## src/rtl/local_cfl_time_step_assert.svh

```systemverilog
// Assertion macros shared by the local CFL time step RTL.
// Needs signals named clk and arst_n in the module that uses them.
`ifndef LOCAL_CFL_TIME_STEP_ASSERT_SVH
`define LOCAL_CFL_TIME_STEP_ASSERT_SVH
// Same-cycle implication.
`define LCTS_ASSERT_SAME(label, ante, cons) \
	label: assert property (@(posedge clk) disable iff (!arst_n) (ante) |-> (cons)) \
		else $error("lcts: same-cycle check failed");
// Next-cycle implication.
`define LCTS_ASSERT_NEXT(label, ante, cons) \
	label: assert property (@(posedge clk) disable iff (!arst_n) (ante) |=> (cons)) \
		else $error("lcts: next-cycle check failed");
`endif

```

## src/rtl/lcts_delay.sv

```systemverilog
// Enabled shift line that keeps side values in step with the pipeline.
// No dependencies.
module lcts_delay #(
	parameter int W = 32,
	parameter int D = 4
) (
	input logic clk,
	input logic en,
	input logic [W-1:0] din,
	output logic [W-1:0] dout
);
	logic [W-1:0] d_s [D];

	for (genvar j = 0; j < D; j++) begin : g_stg
		always_ff @(posedge clk) begin
			if (en) begin
				d_s[j] <= (j == 0) ? din : d_s[(j == 0) ? 0 : j-1];
			end
		end
	end

	assign dout = d_s[D-1];
endmodule

```

## config.mk

```make
export PLATFORM = sky130hd
export DESIGN_NAME = lcts_delay
export DESIGN_NICKNAME = d
export VERILOG_FILES = /design/src/rtl/local_cfl_time_step_assert.svh /design/src/rtl/lcts_delay.sv
export SDC_FILE = /design/constraint.sdc
export NUM_CORES = 1
export LEC_CHECK = 0
export BUFFER_PORTS_ARGS = -buffer_cell sky130_fd_sc_hd__buf_4
export CAP_MARGIN = 40
export CORE_ASPECT_RATIO = 1.4
export CORE_MARGIN = 5
export CORE_UTILIZATION = 35
export DETAILED_ROUTE_END_ITERATION = 8
export GPL_ROUTABILITY_DRIVEN = 0
export HOLD_SLACK_MARGIN = 0.05
export PLACE_DENSITY_LB_ADDON = 0.1
export SLEW_MARGIN = 10
export SYNTH_ARGS = -nofsm -noshare
export SYNTH_HDL_FRONTEND = slang
export SYNTH_SLANG_ARGS = --single-unit
export TNS_END_PERCENT = 50
```

## constraint.sdc

```tcl
create_clock -name clk -period 0.8 [get_ports clk]
set_input_delay 0.04 -clock clk [delete_from_list [all_inputs] [get_ports clk]]
set_output_delay 0.04 -clock clk [all_outputs]
set_load 0.05 [all_outputs]
```

* Word-level counts from Yosys, hierarchy flattened
Memories as Yosys holds them, arrays and structs flattened.
Index checks and enable logic that the tools add are counted.
Widths: inputs -> output; s select.
** Word-level totals
- Register bits after elaboration :: 0
- Latch bits :: 0
- Bits in writable memories :: 128
- ROM bits :: 0
- Input port bits :: 34
- Output and inout bits :: 32
- Word-level logic and storage cells :: 3
- Memories :: 1
** Operators by class
- Add/sub/neg operators :: 0
- Multipliers :: 0
- Divide/modulo/power cells :: 0
- Order comparisons :: 0
- Eq/ne operators :: 0
- Shift-type cells :: 0
- Mux-type cells :: 2
- Bitwise gates (word level) :: 0
- Reductions and logical operators :: 0
** Memory list
- d_s :: depth 4, width 32, read ports 4, clocked after Yosys merged registers in 0, write ports 4, line lcts_delay.sv:12 : logic [W-1:0] d_s [D];
** Operators by type and width (count)
- $mux 1 :: 2

* Logic depth before layout (Yosys ltp)
- Word-level depth :: 2
- Depth in mapped cells :: 0
- Gate-level depth less buffers :: 0

* Worst setup path after synthesis
OpenSTA, ideal clock, no wires.
- Kind :: register to output
- Start :: memory d_s[3][0]
- End :: output port dout[0]
- Data arrival time :: 0.601 ns
- Data required time :: 0.760 ns
- Path slack :: 0.159 ns
- Stages on the path, launching flop included :: 1
- Buffers on the path :: 0
- Path through :: edfxtp_1
** RTL lines
- start, declared :: line lcts_delay.sv:12
- end, declared :: line lcts_delay.sv:10 : output logic [W-1:0] dout

==> results.md <==
* Worst Path Buf+Inv at 1
* Clk_lat worst skew at 400 ps
* H-tree depth at 4
* Routed wire length at 5490 µm
* TritonCTS clock tree: built
* Cell Area, Placed at 4570 µm²
* Post-CTS setup buffers at 0
* Final Slew Violations at 0
* Crit path required time at 760 ps
* VDD IR max at 0.00143 V
* Pin count of the biggest net entering global routing at 51
* Setup TNS at -5880 ps
* Logic pwr share at 5.9%
* Area growth from synthesis to layout at 44.2%
* Synth Net Count at 162
* Post-Syn Area at 3840 µm²
* Register area share after synthesis at 100%
* Post-synth EDFFs at 128
* Clock Tree Buf Depth at 2
* Cell count after synthesis at 128
* Die Width at 98.6 µm
* Met2 Track Usage GR at 14.2%
* Initial antenna violation count at 0
* Main synth FF type: edfxtp_1
* Top post-synthesis cells by count: 128 x edfxtp_1
* Ys Warns at 0
* Sw power at 0.00309 W
* Asr flop ratio synth at 0%
* CP max FO at 1
* CP top delay family: flip-flops
* Worst slew margin at 83.0%
* Synth Register Bits at 128
* Crit-path cells: buf_6
* # port buffers at 65
* Multi-input logic cell count at 0
* Syn avg cell area at 30.0 µm²
* Sw Ratio at 19.5%
* Die Area at 13,200 µm²
* Sequential share of power at 50.7%
* CTS root buf: clkbuf_16
* Routing usage on met3 at 4.68%
* Internal power at 0.0128 W
* Gr busiest metal: met2
* Hold Crit Class: in2reg
* Fin crit share at 127%
* TritonCTS Sinks at 128
* Max reg flops at 128
* Final hold vios at 0
* Initial core utilization at 35.6%
* CP max stage cell: edfxtp_1
* Final worst slack at -212 ps
* Total congestion overflow at 0
* Clock skew at 6.19 ps
* Initial DRC Count at 40
* # rows at 45
* Reg with most FFs: d_s
* Failing checks: setup timing
* P_leak at 2.03 nW
* TritonCTS Buffers at 17
* Antenna-violating nets left at 0
* Global Route Usage Sum at 9.04%
* Critical Path Max Stage Delay at 400 ps
* # diodes at 0
* F_max at 988 MHz
* Clock-pin slew on the worst setup and hold paths at 50 ps
* Vias in the first global route at 1,718
* Area fraction of the dominant cell type after synthesis at 100%
* Yosys top cell by area: edfxtp_1
* Slew @ Worst Pin at 254 ps
* Vias at 1,608
* Max-cap violations at 0
* Vias per cell at 4.02
* Largest registers: d_s (128)
* HPWL after DPL at 3270 µm
* Synth unique cells at 1
* Die span in y at 134 µm
* Pre-CTS setup slack at -11.9 ps
* Multi-input logic area at 0 µm²
* Minimum clock period at 1010 ps
* Residual DRC count at 0
* Top cells by area, synth: edfxtp_1 100%
* Outcome: finished, violations left
* CP Class: reg2out
* Routed WL per cell at 13.7 µm
* First-pass GRT wire length at 8640 µm
* Pwr Density at 2860 nW/µm²
* Fin util at 51.3%
* Setup violators final at 32
* CP endpoint kind: output pin
* Final nets at 283
* Design Area, Final at 5540 µm²
* # IOs at 66
* Share of layout cells above drive strength 1 at 35.5%
* RSZ-0062 raised after global routing: yes
* Top-count cell post-synth: edfxtp_1
* Worst EP arrival at 970 ps
* CORE AREA at 10,800 µm²
* Router iterations before antenna repair at 3
* Met1 usage at 9.53%
* Clk pwr share at 43.4%
* Critical path launch point type: flop
stage by stage:
step	hold slack [ps]	power, W	std cells
global placement	219	0.00888	339
global route	146	0.0164	400
detailed placement	219	0.00892	339
floorplan	139	0.00845	128
finish	139	0.0159	400
CTS	129	0.0161	400
placed cells by master (no fill, tap or decap), drive strengths merged:
cell type / n
clkinv: 8
edfxtp: 128
clkbuf: 19
bufinv: 2
buf: 70
dlygate4sd3: 32
kinds of logic after synthesis:
kind of cell	Yosys count	share of synthesized area [%]
flops	128	100
per-layer routing:
layer / part of all wire [%] / up-vias
li1: - / 763
met1: 38 / 779
met2: 52 / 54
met3: 7.3 / 12
met4: 2.4 / 0
met5: 0 / -
final timing paths:
| path | from | slack [ps] | endpoint | cells past startpoint |
|---|---|---|---|---|
| setup / recovery | d_s[3][11] | -210 | dout[11] | 1 |
| hold / removal | en | 140 | d_s[3][5] | 2 |
| setup reg to reg | d_s[0][15] | 150 | d_s[1][15] | 0 |
| hold reg to reg | d_s[1][6] | 410 | d_s[2][6] | 0 |
final cells by class:
type / instances / area [µm²]
tap: 141 / 176
timing repair buffer: 102 / 991
clock inverter: 10 / 97.6
clock buffer: 19 / 433
fill: 900 / 5270
sequential: 128 / 3840
what timing repair did:
item | CTS | global route
gates resized for setup | 32 | 0
endpoints found under the hold margin | 32 | 0
endpoints found under the setup margin | 32 | 32
pin swaps | 0 | 0
hold buffers | 32 | 0
power groups by stage:
| stage | combinational [W] | clock, W | sequential, W |
|---|---|---|---|
| floorplan | 0 | 0 | 0.00845 |
| global placement | 0.000748 | 0 | 0.00813 |
| detailed placement | 0.000763 | 0 | 0.00816 |
| CTS | 0.000947 | 0.00706 | 0.00806 |
| global route | 0.000977 | 0.00736 | 0.00808 |
| finish | 0.000928 | 0.00688 | 0.00805 |
No activity file was read; power rests on OpenSTA's default activity.
