<file path="src/rtl/local_cfl_time_step_assert.svh">
// Assertion macros shared by the local CFL time step RTL.
// Needs signals named clk and arst_n in the module that uses them.
`ifndef LOCAL_CFL_TIME_STEP_ASSERT_SVH
`define LOCAL_CFL_TIME_STEP_ASSERT_SVH
// Same-cycle implication.
`define LCTS_ASSERT_SAME(label, ante, cons) \
	label: assert property (@(posedge clk) disable iff (!arst_n) (ante) |-> (cons)) \
		else $error("lcts: same-cycle check failed");
// Next-cycle implication.
`define LCTS_ASSERT_NEXT(label, ante, cons) \
	label: assert property (@(posedge clk) disable iff (!arst_n) (ante) |=> (cons)) \
		else $error("lcts: next-cycle check failed");
`endif

</file>
<file path="src/rtl/lcts_sqrt.sv">
// Pipelined integer square root, one root bit per stage.
// No dependencies.
module lcts_sqrt #(
	parameter int R = 24
) (
	input logic clk,
	input logic en,
	input logic [2*R-1:0] rad,
	output logic [R-1:0] root
);
	logic [2*R-1:0] rad_s [R];
	logic [R+1:0] rem_s [R];
	logic [R-1:0] root_s [R];

	for (genvar j = 0; j < R; j++) begin : g_stg
		logic [2*R-1:0] rad_in;
		logic [R+1:0] rem_in;
		logic [R-1:0] root_in;
		logic [R+3:0] cur;
		logic [R+3:0] trial;
		logic [R+3:0] diff;
		logic ge;
		if (j == 0) begin : g_first
			assign rad_in = rad;
			assign rem_in = '0;
			assign root_in = '0;
		end else begin : g_next
			assign rad_in = rad_s[j-1];
			assign rem_in = rem_s[j-1];
			assign root_in = root_s[j-1];
		end
		assign cur = {rem_in, rad_in[2*R-1:2*R-2]};
		assign trial = {2'b00, root_in, 2'b01};
		assign ge = cur >= trial;
		assign diff = cur - trial;
		always_ff @(posedge clk) begin
			if (en) begin
				rad_s[j] <= {rad_in[2*R-3:0], 2'b00};
				rem_s[j] <= ge ? diff[R+1:0] : cur[R+1:0];
				root_s[j] <= {root_in[R-2:0], ge};
			end
		end
	end

	assign root = root_s[R-1];
endmodule

</file>
<file path="config.mk">
export PLATFORM = sky130hd
export DESIGN_NAME = lcts_sqrt
export DESIGN_NICKNAME = d
export VERILOG_FILES = /design/src/rtl/local_cfl_time_step_assert.svh /design/src/rtl/lcts_sqrt.sv
export SDC_FILE = /design/constraint.sdc
export NUM_CORES = 2
export LEC_CHECK = 0
export BUFFER_PORTS_ARGS = -buffer_cell sky130_fd_sc_hd__buf_2
export CAP_MARGIN = 15
export CORE_MARGIN = 8
export CORE_UTILIZATION = 38
export CTS_CLUSTER_SIZE = 12
export DETAILED_ROUTE_END_ITERATION = 12
export GPL_ROUTABILITY_DRIVEN = 0
export PLACE_DENSITY = 0.51
export SYNTH_ARGS = -nofsm -noshare
export SYNTH_HDL_FRONTEND = slang
export SYNTH_SLANG_ARGS = --single-unit
export TNS_END_PERCENT = 100
</file>
<file path="constraint.sdc">
create_clock -name clk -period 4.55 [get_ports clk]
set_input_delay 1.1375 -clock clk [delete_from_list [all_inputs] [get_ports clk]]
set_output_delay 1.1375 -clock clk [all_outputs]
set_load 0.05 [all_outputs]
</file>
### After elaboration in Yosys (flattened, before gate mapping)

Memories as Yosys holds them, arrays and structs flattened.
Cells that the tools add are included.

| word-level totals | value |
|---|---|
| flip-flop bits (word level) | 0 |
| RAM bits | 2304 |
| memories kept | 3 |
| output and inout port bits | 24 |

Memory list:

| memory | words | width | read ports | clocked after Yosys merged registers in | write ports | RTL line | text |
|---|---|---|---|---|---|---|---|
| rad_s | 24 | 46 | 23 | 0 | 24 | lcts_sqrt.sv:11 | `logic [2*R-1:0] rad_s [R];` |
| rem_s | 24 | 26 | 23 | 0 | 24 | lcts_sqrt.sv:12 | `logic [R+1:0] rem_s [R];` |
| root_s | 24 | 24 | 24 | 0 | 24 | lcts_sqrt.sv:13 | `logic [R-1:0] root_s [R];` |

| operators by class | value |
|---|---|
| add/subtract/negate cells | 24 |
| mux-type cells | 26 |
| order comparisons | 24 |

Operator list:

| kind | count |
|---|---|
| 28-bit by 26-bit >= comparator with 1-bit output | 23 |
| 26-bit two-way mux | 24 |
| 26-bit subtractor | 23 |
| 2-bit by 1-bit subtractor with 3-bit output, second input constant | 1 |
| 2-bit by 1-bit >= comparator with 1-bit output, second input constant | 1 |
| 1-bit two-way mux | 2 |

### Longest topological paths before layout

An unclocked memory read counts as a cell.

| depth | value |
|---|---|
| word-level depth | 3 |
| mapped depth | 13 |
| gate-level depth less buffers | 11 |

### Least setup slack after synthesis

OpenSTA, ideal clock, no wires.

| timing path | value |
|---|---|
| kind | register to register |
| from | memory rem_s[1][26] in the netlist's numbering |
| to | memory rem_s[1][58] in the netlist's numbering (data pin) |
| library setup time | 0.260 ns |
| arrival | 2.979 ns |
| cell stages (with the launch flop) | 11 |
| setup slack | 1.311 ns |
| period minus slack after synthesis | 3.239 ns |
| path buffers | 1 |
| path through | edfxtp_1 > ha_1 > nor2b_1 > o21ai_0 > a21boi_0 > o31a_1 > o311ai_1 > a31oi_1 > nor2_1 > buf_2 > mux2_2 |

RTL lines:

| element | RTL line |
|---|---|
| from (decl) | lcts_sqrt.sv:12 |

==> run metrics <==
die outline height between 400 and 500 um; Max rail drop VDD 0.374 mV; first-pass GRT wire length ~200000 um; Yosys cell types just over 90; root buffer cell clkbuf_16; Cells after Synth 5006; area of the core between 150000 and 200000 um^2; TritonCTS clock tree yes; Routed Antenna Nets 0; min cycle time layout 3730 ps; setup TNS 0 ps; Die Width roughly 430 um; adder and majority cell fraction of the synthesized area 0.0620; H-Tree Depth 4; WHS Endpoint rad_s[0][120]; Avg Cell Area, Syn 13.1 um^2; Synth Cell Area around 66000 um^2; clock skew ~29 ps; Post-CTS Setup Inserts 0; CTS resizes 0; Top Ports between 70 and 80; Clock Pin Slew Worst Setup and Hold Paths ~60 ps; DR WL met2 60500 um; Place WS ~820 ps; Hold Violations, Final 0; Worst EP arrival about 4300 ps; largest net degree at the start of global routing approximately 120; Post-synth EDFFs between 1k and 1.5k; Slowest Stage Delay on Critical Path 410 ps; DR WL met3 between 5000 and 6000 um; vias per std cell ~5; TritonRoute pass-1 iters 5; top sig layer met4; main combinational cell family by area after synthesis simple AND/OR/NAND/NOR gates; slowest library cell on the worst path a221oi_2; diode count 0; total number of vias 38.2k; fmax around 270 MHz; multiplexer share of the synthesized area 0.0104; worst path cell trace ha_1 > a211oi_1 > o21ai_0 > a221oi_2 > a21boi_1 > a211o_1 > a2111oi_4 > buf_4 > mux2_2; CP required slightly above 5000 ps; max-cap violation count 0; Hold WC Path Type flip-flop to flip-flop; I/O Buffers between 70 and 80; hold path depth 0; placed cell count around 7.4k; kind of critical path flip-flop to flip-flop; CTS max path bufs 3; initial antenna violation count 1; Worst-Skew Late Latency 780 ps; metal1 wirelength between 50000 and 60000 um; Worst setup SP type flip-flop; cts bufs inserted 159; FF-to-FF Start rem_s[2][133]; post-DP HPWL 91100 um; final worst-path cycle share 0.820; reg2reg path depth 9; worst slew pin tran 1030 ps; Yosys reg bits 1415; CP max FO 36; relative slew slack 0.310; FFs w/ async S/R, synth 0; reg-to-reg setup timing slack slightly above 800 ps; most common cell after layout, fill and taps aside edfxtp_1; Final Hold Slack approximately 400 ps; fin. max-slew vios 0; Worst setup startpoint rem_s[2][133]; DRC Markers 0; final worst slack about 800 ps; pwr/cell area around 480 nW/um^2; final net count between 5k and 6k; most frequent cells in the layout 1415 x edfxtp_1, 406 x inv_1, 343 x nand2_1; GRT Util Overall 0.133; row count 152; vias in the first global route about 37k; cts hold-fix bufs 0; die area about 190000 um^2; nature of the critical path endpoint flip-flop; CTS Sinks approximately 1.4k; Leak Pwr between 20 and 30 nW; status finished clean; register area share after synthesis 0.646; RSZ-0062 raised after global routing false; yosys warns 0; layout cells sized above 1 0.0852; Hold Startpoint rad_s[0][72]; R2R Path End rem_s[2][170]; Compound-Gate Fraction of Synth Area 0.0952; grt total ovfl 0; simple-gate share of the synthesized area 0.0983; CP bufs+invs 1; Synth Area in XOR/XNOR 0.0593; total wire length 128000 um; Initial Utilization 0.383; CP delay by family, top compound AO/OA/AOI/OAI gates; Syn Nets roughly 5.4k; final cell count without fillers about 7.6k; DRT iter0 DRCs about 2.5k; Main synth FF type edfxtp_1; Layout area overhead 13.0%; DR WL/cell roughly 17 um; setup violators final 0
kinds of logic after synthesis:
kind of cell	count (synthesis)
xor+xnor	445
fa+ha+maj	326
buf+inv	490
other cells	1
mux	62
compound gates	985
flops	1415
simple gates	1282
layer usage:
| metal | vias up | track usage |
|---|---|---|
| met4 | 0 | 0.0375 |
| met5 | - | 0 |
| met3 | 194 | 0.0275 |
| met1 | 18279 | 0.177 |
| li1 | 19036 | - |
| met2 | 668 | 0.222 |
per-stage QoR:
step	utilization	power, mW	instance area (um^2)
2_1_floorplan	-	21.6	65700
3_3_place_gp	0.403	23.5	69200
3_5_place_dp	0.403	23.6	69200
4_1_cts	0.433	36.2	74300
5_1_grt	0.433	37.5	74300
6_report	0.433	35.6	74300
final cells by class:
type,instances,area (um^2)
multi-input cells,3101,21400
clock buffers,200,4220
clock inverters,79,862
flip-flops and latches,1415,42500
fillers,15616,97400
repair buffers,127,911
inverters,408,1530
well taps,2310,2890
synthesized netlist by cell type (34+ instances only):
cell	instances	area, um^2
nor3_1	140	701
nand2_1	343	1290
a211oi_1	34	255
or3_1	59	369
ha_1	326	4080
mux2_2	49	552
inv_1	406	1520
nor4_1	71	444
a21oi_1	258	1290
xnor2_1	240	2100
xor2_1	205	1800
o31ai_1	38	285
nor2_1	271	1020
nand3_1	65	325
nand2b_1	61	382
clkbuf_1	65	244
o21ai_0	269	1350
o21a_1	70	526
a21o_1	111	833
nand4_1	52	325
edfxtp_1	1415	42500
nor2b_1	51	319
flip-flops by register name (all words and copies together), names as in the netlist:
name,cells
rad_s,552
rem_s,563
root_s,300
where the power goes:
part / switching (mW) / internal [mW] / total (mW)
logic: 3.47 / 2.56 / 6.03
registers: 0.942 / 16.3 / 17.2
clock network: 5.15 / 7.23 / 12.4
worst max path at each step:
stage / endpoint / slack, ps / cells after the start
finish: rem_s[2][170] / 820 / 9
detailed placement: rem_s[2][170] / 820 / 9
CTS: rem_s[2][170] / 800 / 9
global placement: rem_s[2][170] / 850 / 9
floorplan: rem_s[1][58] / 1310 / 10
global route: rem_s[2][170] / 570 / 9
(Power assumes the default switching activity.)
